File: src/hdl/prle_pkg.sv
package prle_pkg;

    // Default payload limit, including the slot that the overflowing byte would take
    localparam int MAX_PAYLOAD_DEF = 150;

    // Reset value of the station address character ('a')
    localparam logic [6:0] STATION_RESET = 7'h61;

    // Link control characters
    localparam logic [7:0] CH_STX = 8'h02;
    localparam logic [7:0] CH_ETX = 8'h03;
    localparam logic [7:0] CH_EOT = 8'h04;
    localparam logic [7:0] CH_ENQ = 8'h05;
    localparam logic [7:0] CH_ACK = 8'h06;
    localparam logic [7:0] CH_NAK = 8'h15;
    localparam logic [7:0] CH_AT  = 8'h40;

    // Characters used to classify a message
    localparam logic [7:0] ASC_A = 8'h41;
    localparam logic [7:0] ASC_C = 8'h43;
    localparam logic [7:0] ASC_D = 8'h44;
    localparam logic [7:0] ASC_E = 8'h45;
    localparam logic [7:0] ASC_K = 8'h4B;
    localparam logic [7:0] ASC_N = 8'h4E;
    localparam logic [7:0] ASC_O = 8'h4F;
    localparam logic [7:0] ASC_P = 8'h50;
    localparam logic [7:0] ASC_S = 8'h53;
    localparam logic [7:0] ASC_T = 8'h54;
    localparam logic [7:0] ASC_W = 8'h57;

    // Configuration register word index
    localparam logic REG_STATION = 1'b0;

    typedef enum logic [1:0] {
        CMD_START   = 2'd0,
        CMD_BYTE    = 2'd1,
        CMD_TIMEOUT = 2'd2
    } cmd_t;

    typedef enum logic [1:0] {
        KIND_TX      = 2'd0,
        KIND_PAYLOAD = 2'd1,
        KIND_FINISH  = 2'd2
    } kind_t;

    typedef enum logic [4:0] {
        ST_EOS       = 5'd0,
        ST_CARD      = 5'd1,
        ST_CARD_REV  = 5'd2,
        ST_CARD_OUT  = 5'd3,
        ST_PWR_ON    = 5'd4,
        ST_PWR_NG    = 5'd5,
        ST_PRN_ABN   = 5'd6,
        ST_PAPER     = 5'd7,
        ST_NO_PAPER  = 5'd8,
        ST_PRN_ACK   = 5'd9,
        ST_K         = 5'd10,
        ST_N         = 5'd11,
        ST_OTHER     = 5'd12,
        ST_NAK       = 5'd13,
        ST_BAD_START = 5'd14,
        ST_OVERFLOW  = 5'd15,
        ST_NO_EOT    = 5'd16,
        ST_TIMEOUT   = 5'd17
    } status_t;

    typedef enum logic [2:0] {
        PH_IDLE   = 3'd0,
        PH_OPEN   = 3'd1,
        PH_TEXT   = 3'd2,
        PH_BCC    = 3'd3,
        PH_CLOSE1 = 3'd4,
        PH_CLOSE2 = 3'd5
    } phase_t;

    typedef struct packed {
        kind_t      kind;
        logic [7:0] data;
        status_t    status;
    } res_t;

    // Up to three results caused by one request; entry 0 goes out first
    typedef struct packed {
        res_t [2:0] r;
        logic [1:0] n;
    } burst_t;

    function automatic res_t mk_res(kind_t kind, logic [7:0] data, status_t status);
        res_t res;
        res.kind   = kind;
        res.data   = data;
        res.status = status;
        return res;
    endfunction

endpackage

File: src/hdl/prle_ctrl.sv
module prle_ctrl
    import prle_pkg::*;
#(
    parameter int MAX_PAYLOAD = MAX_PAYLOAD_DEF
)
(
    input  logic       clk,
    input  logic       rst_n,
    input  logic       accept,
    input  logic [1:0] command,
    input  logic [7:0] rx_byte,
    input  logic [6:0] station_char,
    output burst_t     burst
);

    localparam logic [7:0] COUNT_LIMIT = 8'(MAX_PAYLOAD - 1);

    phase_t     phase_reg, phase_next;
    logic [7:0] count_reg, count_next;
    logic [7:0] first_reg, first_next;
    logic [7:0] third_reg, third_next;
    cmd_t       cmd;

    assign cmd = cmd_t'(command);

    // Classify the message from its first and third characters
    function automatic status_t classify(logic [7:0] a, logic [7:0] c);
        status_t st;
        st = ST_OTHER;
        if (a == ASC_C && c == ASC_D)      st = ST_CARD;
        else if (a == ASC_C && c == ASC_W) st = ST_CARD_REV;
        else if (a == ASC_C && c == ASC_O) st = ST_CARD_OUT;
        else if (a == ASC_S && c == ASC_O) st = ST_PWR_ON;
        else if (a == ASC_S && c == ASC_N) st = ST_PWR_NG;
        else if (a == ASC_P && c == ASC_T) st = ST_PRN_ABN;
        else if (a == ASC_P && c == ASC_N) st = ST_PAPER;
        else if (a == ASC_P && c == ASC_E) st = ST_NO_PAPER;
        else if (a == ASC_P && c == ASC_A) st = ST_PRN_ACK;
        else if (a == ASC_K)               st = ST_K;
        else if (a == ASC_N)               st = ST_N;
        return st;
    endfunction

    // Next state of the session
    always_comb
    begin
        phase_next = phase_reg;
        count_next = count_reg;
        first_next = first_reg;
        third_next = third_reg;
        case (cmd)
            CMD_START:
            begin
                phase_next = PH_OPEN;
                count_next = '0;
                first_next = '0;
                third_next = '0;
            end
            CMD_TIMEOUT:
            begin
                if (phase_reg == PH_TEXT)
                begin
                    phase_next = PH_IDLE;
                end
            end
            CMD_BYTE:
            begin
                case (phase_reg)
                    PH_OPEN:
                    begin
                        if (rx_byte == CH_STX)
                        begin
                            phase_next = PH_TEXT;
                            count_next = '0;
                            first_next = '0;
                            third_next = '0;
                        end
                        else
                        begin
                            phase_next = PH_IDLE;
                        end
                    end
                    PH_TEXT:
                    begin
                        if (rx_byte == CH_ETX)
                        begin
                            phase_next = PH_BCC;
                        end
                        else if (count_reg >= COUNT_LIMIT)
                        begin
                            phase_next = PH_IDLE;
                        end
                        else
                        begin
                            if (count_reg == 8'd0)
                            begin
                                first_next = rx_byte;
                            end
                            if (count_reg == 8'd2)
                            begin
                                third_next = rx_byte;
                            end
                            count_next = count_reg + 8'd1;
                        end
                    end
                    PH_BCC:
                    begin
                        phase_next = PH_CLOSE1;
                    end
                    PH_CLOSE1:
                    begin
                        phase_next = (rx_byte == CH_EOT) ? PH_IDLE : PH_CLOSE2;
                    end
                    PH_CLOSE2:
                    begin
                        phase_next = PH_IDLE;
                    end
                    default:
                    begin
                        phase_next = phase_reg;
                    end
                endcase
            end
            default:
            begin
                phase_next = phase_reg;
            end
        endcase
    end

    // Results caused by the request
    always_comb
    begin
        burst.r[0] = mk_res(KIND_TX, 8'h00, ST_EOS);
        burst.r[1] = mk_res(KIND_TX, 8'h00, ST_EOS);
        burst.r[2] = mk_res(KIND_TX, 8'h00, ST_EOS);
        burst.n    = 2'd0;
        case (cmd)
            CMD_START:
            begin
                burst.r[0] = mk_res(KIND_TX, CH_AT, ST_EOS);
                burst.r[1] = mk_res(KIND_TX, {1'b0, station_char}, ST_EOS);
                burst.r[2] = mk_res(KIND_TX, CH_ENQ, ST_EOS);
                burst.n    = 2'd3;
            end
            CMD_TIMEOUT:
            begin
                if (phase_reg == PH_TEXT)
                begin
                    burst.r[0] = mk_res(KIND_FINISH, 8'h00, ST_TIMEOUT);
                    burst.n    = 2'd1;
                end
            end
            CMD_BYTE:
            begin
                case (phase_reg)
                    PH_OPEN:
                    begin
                        if (rx_byte == CH_EOT)
                        begin
                            burst.r[0] = mk_res(KIND_TX, CH_EOT, ST_EOS);
                            burst.r[1] = mk_res(KIND_FINISH, 8'h00, ST_EOS);
                            burst.n    = 2'd2;
                        end
                        else if (rx_byte == CH_NAK)
                        begin
                            burst.r[0] = mk_res(KIND_TX, CH_EOT, ST_EOS);
                            burst.r[1] = mk_res(KIND_FINISH, 8'h00, ST_NAK);
                            burst.n    = 2'd2;
                        end
                        else if (rx_byte != CH_STX)
                        begin
                            burst.r[0] = mk_res(KIND_FINISH, 8'h00, ST_BAD_START);
                            burst.n    = 2'd1;
                        end
                    end
                    PH_TEXT:
                    begin
                        if (rx_byte != CH_ETX)
                        begin
                            if (count_reg >= COUNT_LIMIT)
                            begin
                                burst.r[0] = mk_res(KIND_FINISH, 8'h00, ST_OVERFLOW);
                            end
                            else
                            begin
                                burst.r[0] = mk_res(KIND_PAYLOAD, rx_byte, ST_EOS);
                            end
                            burst.n = 2'd1;
                        end
                    end
                    PH_BCC:
                    begin
                        burst.r[0] = mk_res(KIND_TX, CH_ACK, ST_EOS);
                        burst.n    = 2'd1;
                    end
                    PH_CLOSE1:
                    begin
                        if (rx_byte == CH_EOT)
                        begin
                            burst.r[0] = mk_res(KIND_FINISH, 8'h00,
                                                classify(first_reg, third_reg));
                        end
                        else
                        begin
                            burst.r[0] = mk_res(KIND_TX, CH_ACK, ST_EOS);
                        end
                        burst.n = 2'd1;
                    end
                    PH_CLOSE2:
                    begin
                        if (rx_byte == CH_EOT)
                        begin
                            burst.r[0] = mk_res(KIND_FINISH, 8'h00,
                                                classify(first_reg, third_reg));
                        end
                        else
                        begin
                            burst.r[0] = mk_res(KIND_FINISH, 8'h00, ST_NO_EOT);
                        end
                        burst.n = 2'd1;
                    end
                    default:
                    begin
                        burst.n = 2'd0;
                    end
                endcase
            end
            default:
            begin
                burst.n = 2'd0;
            end
        endcase
    end

    // Advance the session on each accepted request
    always_ff @(posedge clk or negedge rst_n)
    begin
        if (!rst_n)
        begin
            phase_reg <= PH_IDLE;
            count_reg <= '0;
            first_reg <= '0;
            third_reg <= '0;
        end
        else if (accept)
        begin
            phase_reg <= phase_next;
            count_reg <= count_next;
            first_reg <= first_next;
            third_reg <= third_next;
        end
    end

`ifndef SYNTH
    a_start_opens: assert property (@(posedge clk) disable iff (!rst_n)
        (accept && cmd == CMD_START) |=> (phase_reg == PH_OPEN && count_reg == 8'd0))
        else $error("start request did not open a session");

    a_count_bounded: assert property (@(posedge clk) disable iff (!rst_n)
        (accept && phase_reg == PH_TEXT && cmd == CMD_BYTE && burst.r[0].kind == KIND_PAYLOAD)
        |=> (count_reg <= COUNT_LIMIT))
        else $error("payload count passed the limit");

    a_idle_quiet: assert property (@(posedge clk) disable iff (!rst_n)
        (phase_reg == PH_IDLE && cmd != CMD_START) |-> (burst.n == 2'd0))
        else $error("idle session produced results");
`endif

endmodule

File: src/hdl/poll_receive_link_engine.sv
// A request's results are registered in the output stage, else parked in the skid stage.
// Throughput: one request per cycle while each causes at most one result and m_tready
// is high; a request causing n results sends one per cycle while m_tready is high.
// A two-deep burst buffer (output plus one skid) lets a request in while results wait.
// Reset: asynchronous, active low; session idle, buffers empty, station 'a'.
module poll_receive_link_engine
    import prle_pkg::*;
#(
    parameter int MAX_PAYLOAD = MAX_PAYLOAD_DEF
)
(
    input  logic        clk,
    input  logic        rst_n,

    input  logic        s_tvalid,
    output logic        s_tready,
    input  logic [7:0]  s_tdata,    // [7:0] rx_byte
    input  logic [1:0]  s_tuser,    // [1:0] command

    output logic        m_tvalid,
    input  logic        m_tready,
    output logic [15:0] m_tdata,    // [7:0] data_byte, [12:8] status, [15:13] zero
    output logic [1:0]  m_tuser,    // [1:0] kind
    output logic        m_tlast,

    input  logic        psel,
    input  logic        penable,
    input  logic        pwrite,
    input  logic [2:0]  paddr,
    input  logic [31:0] pwdata,
    output logic [31:0] prdata,
    output logic        pready
);

    logic       [6:0] station_reg;
    res_t       [2:0] front_res_reg, front_res_next;
    logic       [1:0] front_cnt_reg, front_cnt_next;
    burst_t           back_reg, back_next;
    logic             back_valid_reg, back_valid_next;
    burst_t           step_burst;
    logic             in_accept;
    logic             take;
    logic             front_drains;
    logic             new_has;

    // Configuration register
    assign pready = 1'b1;
    assign prdata = (paddr[2] == REG_STATION) ? {25'd0, station_reg} : 32'd0;

    always_ff @(posedge clk or negedge rst_n)
    begin
        if (!rst_n)
        begin
            station_reg <= STATION_RESET;
        end
        else if (psel && penable && pwrite && pready && paddr[2] == REG_STATION)
        begin
            station_reg <= pwdata[6:0];
        end
    end

    // Session control and result generation
    prle_ctrl #(
        .MAX_PAYLOAD (MAX_PAYLOAD)
    ) u_ctrl (
        .clk          (clk),
        .rst_n        (rst_n),
        .accept       (in_accept),
        .command      (s_tuser),
        .rx_byte      (s_tdata),
        .station_char (station_reg),
        .burst        (step_burst)
    );

    assign s_tready     = !back_valid_reg;
    assign in_accept    = s_tvalid && s_tready;
    assign new_has      = in_accept && (step_burst.n != 2'd0);
    assign take         = m_tvalid && m_tready;
    assign front_drains = (front_cnt_reg == 2'd0) || (take && front_cnt_reg == 2'd1);

    // Output side
    assign m_tvalid = (front_cnt_reg != 2'd0);
    assign m_tuser  = front_res_reg[0].kind;
    assign m_tdata  = {3'd0, front_res_reg[0].status, front_res_reg[0].data};
    assign m_tlast  = (front_cnt_reg == 2'd1);

    // Refill the front from the skid stage or new request, else shift and park new in skid
    always_comb
    begin
        front_res_next  = front_res_reg;
        front_cnt_next  = front_cnt_reg;
        back_next       = back_reg;
        back_valid_next = back_valid_reg;
        if (back_valid_reg && front_drains)
        begin
            front_res_next  = back_reg.r;
            front_cnt_next  = back_reg.n;
            back_valid_next = 1'b0;
        end
        else if (new_has && front_drains)
        begin
            front_res_next = step_burst.r;
            front_cnt_next = step_burst.n;
        end
        else
        begin
            if (take)
            begin
                front_res_next[0] = front_res_reg[1];
                front_res_next[1] = front_res_reg[2];
                front_cnt_next    = front_cnt_reg - 2'd1;
            end
            if (new_has)
            begin
                back_next       = step_burst;
                back_valid_next = 1'b1;
            end
        end
    end

    // Hold the buffer control bits
    always_ff @(posedge clk or negedge rst_n)
    begin
        if (!rst_n)
        begin
            front_cnt_reg  <= 2'd0;
            back_valid_reg <= 1'b0;
        end
        else
        begin
            front_cnt_reg  <= front_cnt_next;
            back_valid_reg <= back_valid_next;
        end
    end

    // Hold the result payload
    always_ff @(posedge clk)
    begin
        front_res_reg <= front_res_next;
        back_reg      <= back_next;
    end

`ifndef SYNTH
    a_back_needs_front: assert property (@(posedge clk) disable iff (!rst_n)
        back_valid_reg |-> (front_cnt_reg != 2'd0))
        else $error("skid stage full while output stage empty");

    a_back_moves: assert property (@(posedge clk) disable iff (!rst_n)
        (back_valid_reg && take && front_cnt_reg == 2'd1) |=> !back_valid_reg)
        else $error("skid stage not moved on when output stage drained");

    a_burst_single: assert property (@(posedge clk) disable iff (!rst_n)
        (new_has && front_drains && !back_valid_reg)
        |=> (m_tvalid && front_cnt_reg == $past(step_burst.n)))
        else $error("new results not loaded into empty output stage");
`endif

endmodule
File: config.mk
export PLATFORM = sky130hd
export DESIGN_NAME = poll_receive_link_engine
export DESIGN_NICKNAME = d
export VERILOG_FILES = /design/src/hdl/prle_pkg.sv /design/src/hdl/prle_ctrl.sv /design/src/hdl/poll_receive_link_engine.sv
export SDC_FILE = /design/constraint.sdc
export NUM_CORES = 1
export LEC_CHECK = 0
export ABC_AREA = 1
export ABC_CLOCK_PERIOD_IN_PS = 11700
export BUFFER_PORTS_ARGS = -buffer_cell sky130_fd_sc_hd__buf_4
export CAP_MARGIN = 10
export CORE_MARGIN = 2
export CORE_UTILIZATION = 30
export CTS_BUF_LIST = sky130_fd_sc_hd__clkbuf_8
export CTS_CLUSTER_DIAMETER = 80
export CTS_CLUSTER_SIZE = 12
export DETAILED_ROUTE_END_ITERATION = 7
export SLEW_MARGIN = 20
export SYNTH_ARGS = -nofsm -noshare
export SYNTH_HDL_FRONTEND = slang
export SYNTH_HIERARCHICAL = 1
export SYNTH_SLANG_ARGS = --single-unit
File: constraint.sdc
create_clock -name clk -period 11.7 [get_ports clk]
set_input_delay 1.755 -clock clk [delete_from_list [all_inputs] [get_ports clk]]
set_output_delay 1.755 -clock clk [all_outputs]
set_load 0.005 [all_outputs]
# After elaboration in Yosys (flattened, before gate mapping)
# Index checks and enable logic that the tools add are counted.
# totals
regBits,129
latch_bits,0
ram_bits,0
romBits,0
in_bits,52
out_inout_bits,54
elab_cells,166
n_memories,0
# op_classes
n_addsub,2
multipliers,0
div_mod_pow,0
order_cmp,1
n_eq_ne,37
n_shift,0
muxes,60
bitwise_logic,3
n_reduce_logical,37
# ops
op,n
== test 8 x 7 -> 1 bit (second input constant),12
case mux 8 bit (2 select lines),6
2-to-1 mux 8 bit,10
2-to-1 mux 15 bit,5
case mux 15 bit (5 select lines),1
2-to-1 mux 17 bit,4
2-to-1 mux 30 bit,2
2-to-1 mux 5 bit,11
2-to-1 mux 45 bit,1
case mux 15 bit (3 select lines),1
2-to-1 mux 32 bit,1
case mux 15 bit (2 select lines),1
== test 8 x 2 -> 1 bit (second input constant),3
logical AND 1 bit,18
!= test 8 x 2 -> 1 bit (second input constant),2
2-to-1 mux 3 bit,5
case mux 3 bit (5 select lines),1
AND reduction 7 bit,2
!= test 3 bit (second input constant),4
case mux 2 bit (3 select lines),2
nonzero test 2 bit,5
case mux 3 bit (3 select lines),1
adder 8 x 1 -> 8 bit (second input constant),1
== test 8 x 3 -> 1 bit (second input constant),1
27 further kinds,40

# Longest topological paths before layout
# Gate-level depths: netlist (run 1).
# depth
ltp_word,17
ltp_mapped,17
depth_no_buf,17

# Modules after synthesis
# Netlist (run 1), hierarchy kept.
# modules_own_cells
mod,instances,cells_per_inst,area_each_um2,seq_area_each_um2
poll_receive_link_engine,1,475,4919.7,3016.6
prle_ctrl,1,383,2513.7,675.6

# Least setup slack after synthesis (run 1)
# OpenSTA, ideal clock, no wires.
# synth_path
kind,input -> register
from,input s_tuser[1]
to,register back_reg[0] (netlist name) (enable)
setup_ps,453
arrival_ps,5045
required_ps,11247
path_slack_ps,6202
path_stages,10
n_path_buf,2
cell_sequence,inv_1 ha_1 buf_2 nand3_1 a21oi_1 nor2_1 nor2_4 buf_4 inv_2 nor2_1
# synth_rtl
item,line,source
"start, declared",poll_receive_link_engine.sv:18,"input logic [1:0] s_tuser,"
"end signal, assigned",poll_receive_link_engine.sv:140,back_reg <= back_next;
"end, declared",poll_receive_link_engine.sv:38,"burst_t back_reg, back_next;"

==> results.md, run 1 <==
* Setup tns final at 0 ps
* Area leader, netlist: edfxtp_1
* Fill cell total of the finished layout at 2528
* Most frequent cells in the layout: 209 x nand2_1, 106 x nand3_1, 96 x inv_1, 92 x edfxtp_1, 72 x nor2_1
* Crit path required time at 11810 ps
* DPL Wire Length at 10040 um
* Reg2reg end: back_reg[19]$_DFFE_PP_
* CP top delay family: simple AND/OR/NAND/NOR gates
* H-tree Lvls at 4
* Footprint of the multi-input gates at 2849 sq um
* Critical-path cell list: buf_4, inv_1, ha_1, nand3_1, a21oi_1, nor2_1, nor2_4, inv_2, nor2_4, buf_4
* Die width at 161.4 um
* DRT Pass-1 Iters at 6
* Cell Area, Synth at 7433 sq um
* Max FO, Critical Path at 33
* Layout area overhead at 9.443%
* CTS tree: done
* Worst hold path class: reg2reg
* Min Tclk post-route at 5027 ps
* Grt total ovfl at 0
* Max Cap Viol at 0
* Post-synth ARST share at 28.68%
* Maximum VDD drop at 0.1446 mV
* Crit. End Element: flip-flop
* RSZ-0062 raised after global routing: false
* First-pass GRT wire length at 25620 um
* CP max-delay cell: nor2_4
* Slew HR at 41.35%
* Cells after Synth at 858
* Cts bufs inserted at 17
* Vias post-DR at 5377
* Post-CTS setup buffers at 0
* WL final at 15360 um
* Worst setup endpoint: back_reg[19]$_DFFE_PP_
* Post-DRT Antenna Nets at 0
* PD cells at 189.5 nW/um^2
* Largest cells by area after synthesis: edfxtp_1 37%, dfrtp_1 11%, nand2_1 11%
* Worst path bufs/invs at 4
* Final-report hold violation count at 0
* Rows at 57
* Synth Register Bits at 129
* Ant. Diodes at 0
* Synth Area per Inst at 8.664 sq um
* Clk root buf: clkbuf_8
* Crit path from: s_tuser[1]
* Share of post-route cells with drive strength above 1 at 14.69%
* Flop2flop setup slack at 7880 ps
* Hold Buf Count CTS at 0
* Main synth FF type: edfxtp_1
* RD Place Congestion at 0.8539
* Synth top area share at 37.17%
* LEAKAGE at 3.764 nW
* Slew Viols, Final at 0
* Largest net degree at the start of global routing at 84
* Status: completed
* Routed WL per cell at 12.63 um
* Yosys warns at 6
* Worst hold slack at 480.5 ps
* Fin nets at 942
* Starting DRC count in detailed routing at 387
* CP Depth at 10
* DRC viols at 0
* Post-route clock skew at 12.67 ps
* Final period util at 42.96%
* CP Class: in2reg
* Initial Util at 30.57%
* Commonest non-fill, non-tap cell in the layout: nand2_1
* Vias in the first global route at 5120
* WP data arrival at 5130 ps
* Final Setup Violations at 0
* Max reg flops at 47
* Area after DPL at 7744 sq um
* Post-synth EDFFs at 92
* CP max stage delay at 700 ps
* Clk pin slew, worst setup/hold paths at 80 ps
* Post-CTS sizing at 0
* Hold depth at 2
* Worst Tran Pin Value at 879.7 ps
* Post-synthesis sequential area ratio at 49.67%
* DIE AREA at 26050 sq um
* Count of buffers from port buffering at 49
* Max Freq at 0.1989 GHz
* Startpoint Class: input pin
* RR Startpoint: u_ctrl/phase_reg[0]$_DFFE_PN0P_
* I/O Pins at 106
* Worst-Skew Late Latency at 440 ps
* GRT Util Overall at 12.30%
* R2R cell count at 12
* Initial antenna violation count at 0
* Sequential Area at 3692 sq um
* Core area at 24320 sq um
* Yosys cell types at 41
* Via-to-Cell Ratio at 4.422
* Clock sink count at 129
* Die H at 161.4 um
* Longest Clk Path Bufs at 2
* Design Area, Final at 8135 sq um
-- worst min path at each step --
stage                                    startpoint                         endpoint  slack (ps)
floorplan           u_ctrl/third_reg[6]$_DFFE_PN0P_  u_ctrl/third_reg[6]$_DFFE_PN0P_         440
global placement    u_ctrl/third_reg[7]$_DFFE_PN0P_  u_ctrl/third_reg[7]$_DFFE_PN0P_         460
detailed placement  u_ctrl/third_reg[6]$_DFFE_PN0P_  u_ctrl/third_reg[6]$_DFFE_PN0P_         470
CTS                 u_ctrl/third_reg[6]$_DFFE_PN0P_  u_ctrl/third_reg[6]$_DFFE_PN0P_         490
global route             station_reg[0]$_DFFE_PN1P_       station_reg[0]$_DFFE_PN1P_         520
finish              u_ctrl/third_reg[6]$_DFFE_PN0P_  u_ctrl/third_reg[6]$_DFFE_PN0P_         480
-- worst reg2reg max path, delay by kind of cell, from the launching register on --
kind	cells	cell delay [ps]
buffers and inverters	3	720
DFF	1	440
and+or+nand+nor	8	2280
AOI/OAI and AO/OA	1	60
-- Yosys cell counts, types with 11 or more instances --
cell,n
buf_2,18
inv_1,96
nor2_1,73
buf_4,67
edfxtp_1,92
nand3b_1,33
ha_1,11
nand3_1,106
nand2_1,210
dfrtp_1,34
nand2_2,11
a21oi_1,22
-- routing by layer --
| layer | share of wire (%) | vias up | GRT usage [%] |
|---|---|---|---|
| met3 | 5.2 | 13 | 2.825 |
| met5 | 0 | - | 0 |
| met4 | 0.92 | 0 | 4.180 |
| met2 | 44 | 162 | 18.59 |
| met1 | 50 | 2482 | 17.35 |
| li1 | - | 2720 | - |
-- where the power goes --
group / total, W / internal, W / switching [W]
combinational: 0.000483 / 0.000151 / 0.000332
clock: 0.000381 / 0.000191 / 0.000190
sequential: 0.000678 / 0.000646 / 0.0000313
-- through the flow --
stage	std cells	total power (W)	setup WS [ps]	utilization (%)
floorplan	901	0.001066	6202	-
global route	1216	0.001648	6364	33.45
finish	1216	0.001542	6673	33.45
CTS	1216	0.001563	6650	33.45
global placement	1184	0.001173	6234	31.84
detailed placement	1184	0.001176	6199	31.84
-- logic make-up after synthesis --
kind of cell | share of synthesized area [%]
adder cells (fa/ha/maj) | 1.852
buffers and inverters | 14.31
flip-flops | 49.67
AO/OA/AOI/OAI | 2.895
XOR/XNOR | 0.2357
AND/OR/NAND/NOR | 30.89
other | 0.1515
-- area by class of cell --
class                           instances  area share, %
Multi-Input combinational cell        572          35.02
Inverter                              106          4.906
Clock inverter                         15          1.938
Tap cell                              324          4.983
Clock buffer                           17          2.876
Sequential cell                       129          45.39
Timing Repair Buffer                   53          4.891
Note: power is estimated with default switching activity, not from simulation.
==> inputs of run 2 (changes only) <==
--- a/config.mk
+++ b/config.mk
@@ -5,8 +5,8 @@
 export SDC_FILE = /design/constraint.sdc
 export NUM_CORES = 1
 export LEC_CHECK = 0
-export ABC_AREA = 1
-export ABC_CLOCK_PERIOD_IN_PS = 11700
+export ABC_AREA = 0
+export ABC_CLOCK_PERIOD_IN_PS = 4170
 export BUFFER_PORTS_ARGS = -buffer_cell sky130_fd_sc_hd__buf_4
 export CAP_MARGIN = 10
 export CORE_MARGIN = 2
==> constraint.sdc (replaced) <==
create_clock -name clk -period 4.17 [get_ports clk]
set_input_delay 0.6255 -clock clk [delete_from_list [all_inputs] [get_ports clk]]
set_output_delay 0.6255 -clock clk [all_outputs]
set_load 0.005 [all_outputs]
==> run 2 against run 1 <==
Compared with the run above:
- wire length decreased by 9.4%
- largest power group unchanged
- critical endpoint is now front_res_reg[23]$_DFFE_PP_
- largest cell class unchanged
- cell count decreased by 19%
- sequential power grew to 2.8 times the previous value
- utilization about the same
- global-route usage down 0.72 points
- setup slack lost 5500 ps
- sequential share of layout area grew 2.1 points
==> results.md, run 2 <==
* Status: completed (unchanged)
* Maximum VDD drop at 0.2279 mV (was 0.1446 mV)
* Max FO, Critical Path at 32 (was 33)
* Post-synth ARST share at 28.68% (unchanged)
* Cts bufs inserted at 17 (unchanged)
* Routed WL per cell at 14.16 um (was 12.63 um)
* Net switching power at 0.001279 W (was 0.0005534 W)
* Post-synth EDFFs at 92 (unchanged)
* Die H at 157.4 um (was 161.4 um)
* GRT Max-Usage Layer: met2 (unchanged)
* Startpoint Class: flip-flop (was input pin)
* P_int at 0.002738 W (was 0.0009885 W)
* Vias in the first global route at 4214 (was 5120)
* Top-count cell post-synth: nand2_1 (unchanged)
* Hold Buf Count CTS at 0 (unchanged)
* Worst-Skew Late Latency at 440 ps (about the same)
* CP max-delay cell: nor3_1 (was nor2_4)
* Worst hold path class: in2async (was reg2reg)
* Pre-CTS setup slack at 798.0 ps (was 6199 ps)
* Worst path bufs/invs at 1 (was 4)
* Min Tclk post-route at 3035 ps
* Worst Tran Pin Value at 838.1 ps (was 879.7 ps)
* WL final at 13920 um (was 15360 um)
* Vias post-DR at 4412 (was 5377)
* Reg power frac at 47.3% (was 43.9%)
* Comb pwr share at 27.4% (was 31.3%)
* Synth Register Bits at 129 (unchanged)
* Clock share of power at 25.3% (was 24.7%)
* Post-CTS setup buffers at 0 (unchanged)
* CP Class: reg2reg (was in2reg)
* Clk root buf: clkbuf_8 (unchanged)
* Yosys warns at 6 (unchanged)
* GRT Util Overall at 11.59% (was 12.30%)
* Synth Area per Inst at 11.20 sq um (was 8.664 sq um)
* Post-route clock skew at 11.02 ps (was 12.67 ps)
* WP data arrival at 3180 ps (was 5130 ps)
* Commonest cells post-synth: 93 x nand2_1, 92 x edfxtp_1, 66 x buf_4 (was 210 x nand2_1, 106 x nand3_1, 96 x inv_1)
* Most common cell on crit path: a21oi_1
* Cells after Synth at 630 (was 858)
* Area leader, netlist: edfxtp_1 (unchanged)
* Main synth FF type: edfxtp_1 (unchanged)
* Worst hold slack at 154.6 ps (was 480.5 ps)
* Initial Util at 30.34% (was 30.57%)
* Fin nets at 714 (was 942)
* Footprint of the multi-input gates at 2805 sq um (was 2849 sq um)
* First-pass GRT wire length at 22330 um (was 25620 um)
* Critical-path cell list: nor3_1, a21oi_1, a21oi_1, o211a_2, buf_12, mux2i_1, o21ai_1 (was buf_4, inv_1, ha_1, nand3_1, a21oi_1, nor2_1, nor2_4, inv_2, nor2_4, buf_4)
* Post-CTS sizing at 0 (unchanged)
* Fill cell total of the finished layout at 2358 (was 2528)
* CTS tree: done (unchanged)
* Area after DPL at 7402 sq um (was 7744 sq um)
* Max Cap Viol at 0 (unchanged)
* M2 GR Usage at 18.47% (was 18.59%)
* Post-synthesis sequential area ratio at 52.32% (was 49.67%)
* Longest Clk Path Bufs at 2 (unchanged)
* H-tree Lvls at 4 (unchanged)
* Slew Viols, Final at 0 (unchanged)
* Grt total ovfl at 0 (unchanged)
* Layout area overhead at 10.25% (was 9.443%)
* DRT Pass-1 Iters at 5 (was 6)
* Count of buffers from port buffering at 49 (unchanged)
* Clock sink count at 129 (unchanged)
* Crit path required time at 4310 ps (was 11810 ps)
* Slew HR at 43.69% (was 41.35%)
* Most frequent cells in the layout: 93 x nand2_1, 92 x edfxtp_1, 55 x buf_4, 46 x conb_1 (was 209 x nand2_1, 106 x nand3_1, 96 x inv_1, 92 x edfxtp_1, 72 x nor2_1)
* PD cells at 516.3 nW/um^2 (was 189.5 nW/um^2)
* Share of post-route cells with drive strength above 1 at 19.28% (was 14.69%)
* Final Setup Violations at 0 (unchanged)
* Yosys cell types at 76 (was 41)
* Crit. End Element: flip-flop (unchanged)
* Final Worst Setup Slack at 1135 ps (was 6673 ps)
* Design Area, Final at 7780 sq um (was 8135 sq um)
* Met3 Track Usage GR at 2.836% (was 2.825%)
* Initial antenna violation count at 0 (unchanged)
* Setup tns final at 0 ps (unchanged)
* Via-to-Cell Ratio at 4.488 (was 4.422)
* Final-report hold violation count at 0 (unchanged)
* Rows at 56 (was 57)
* CP top delay family: compound AO/OA/AOI/OAI gates (was simple AND/OR/NAND/NOR gates)
* RSZ-0062 raised after global routing: false (unchanged)
* Max Freq at 0.3295 GHz
* Starting DRC count in detailed routing at 357 (was 387)
* Sequential Area at 3692 sq um (unchanged)
* DRC viols at 0 (unchanged)
* CP max stage delay at 760 ps (was 700 ps)
* Met1 Usage GRT at 15.37% (was 17.35%)
* Largest cells by area after synthesis: edfxtp_1 39%, dfrtp_1 12%, buf_4 7.0% (was edfxtp_1 37%, dfrtp_1 11%, nand2_1 11%)
* DPL Wire Length at 9293 um (was 10040 um)
* Core area at 23260 sq um (was 24320 sq um)
* Max reg flops at 47 (unchanged)
* Largest net degree at the start of global routing at 48 (was 84)
* Switching Share at 31.83% (was 35.89%)
* RD Place Congestion at 0.8629 (was 0.8539)
* Final Power at 0.004017 W (was 0.001542 W)
* Post-DRT Antenna Nets at 0 (unchanged)
* Cell Area, Synth at 7057 sq um (was 7433 sq um)
* Die width at 157.4 um (was 161.4 um)
* DIE AREA at 24770 sq um (was 26050 sq um)
* Final period util at 72.79%
* Ant. Diodes at 0 (unchanged)
* Commonest non-fill, non-tap cell in the layout: nand2_1 (unchanged)
* I/O Pins at 106 (unchanged)
* Synth top area share at 39.15% (was 37.17%)
* LEAKAGE at 2.886 nW (was 3.764 nW)
* Clk pin slew, worst setup/hold paths at 80 ps (about the same)
[run 2: cell families after synthesis]
family / share of synthesized area, %
adders and majority gates: 1.950
other: 0.1596
buffers and inverters: 10.51
AOI/OAI and AO/OA: 12.02
and+or+nand+nor: 15.67
muxes: 6.738
DFF: 52.32
xor gates and xnor gates: 0.6205
[run 2: per-stage QoR]
stage | utilization [%] | instances
floorplan | - | 673
global placement | 31.82 | 951
detailed placement | 31.82 | 951
CTS | 33.44 | 983
global route | 33.44 | 983
finish | 33.44 | 983
[run 2: layout make-up]
type / instances / area share, %
clock buffer: 18 / 3.184
tap: 319 / 5.130
inverter: 14 / 0.6755
multi-input combinational: 432 / 36.06
sequential: 129 / 47.46
clock inverter: 14 / 1.673
timing repair buffer: 57 / 5.822
[run 2: power by group through the flow]
stage / registers [W] / clock network (W) / logic [W]
5_1_grt: 0.00193 / 0.00111 / 0.00124
4_1_cts: 0.00190 / 0.00105 / 0.00111
6_report: 0.00190 / 0.00102 / 0.00110
3_3_place_gp: 0.00192 / 0 / 0.00110
2_1_floorplan: 0.00189 / 0 / 0.000881
3_5_place_dp: 0.00193 / 0 / 0.00111
[run 2: path summary, 6_finish.rpt]
kind,from,end,slack [ps],cells past startpoint
min in group clk,pwdata[6],station_reg[6]$_DFFE_PN1P_,410,2
hold / removal,rst_n,back_valid_reg$_DFFE_PN0P_,150,1
max in group asynchronous,rst_n,u_ctrl/third_reg[1]$_DFFE_PN0P_,3650,1
setup reg to reg,u_ctrl/phase_reg[2]$_DFFE_PN0P_,front_res_reg[23]$_DFFE_PP_,1130,7
setup / recovery,u_ctrl/phase_reg[2]$_DFFE_PN0P_,front_res_reg[23]$_DFFE_PP_,1130,7
hold reg to reg,back_reg[37]$_DFFE_PP_,front_res_reg[35]$_DFFE_PP_,510,2
[run 2: per-layer routing]
metal | routed length (um) | vias to the layer above
met5 | 0 | -
met1 | 6395 | 2070
met4 | 218 | 0
met3 | 667 | 18
li1 | - | 2221
met2 | 6641 | 103
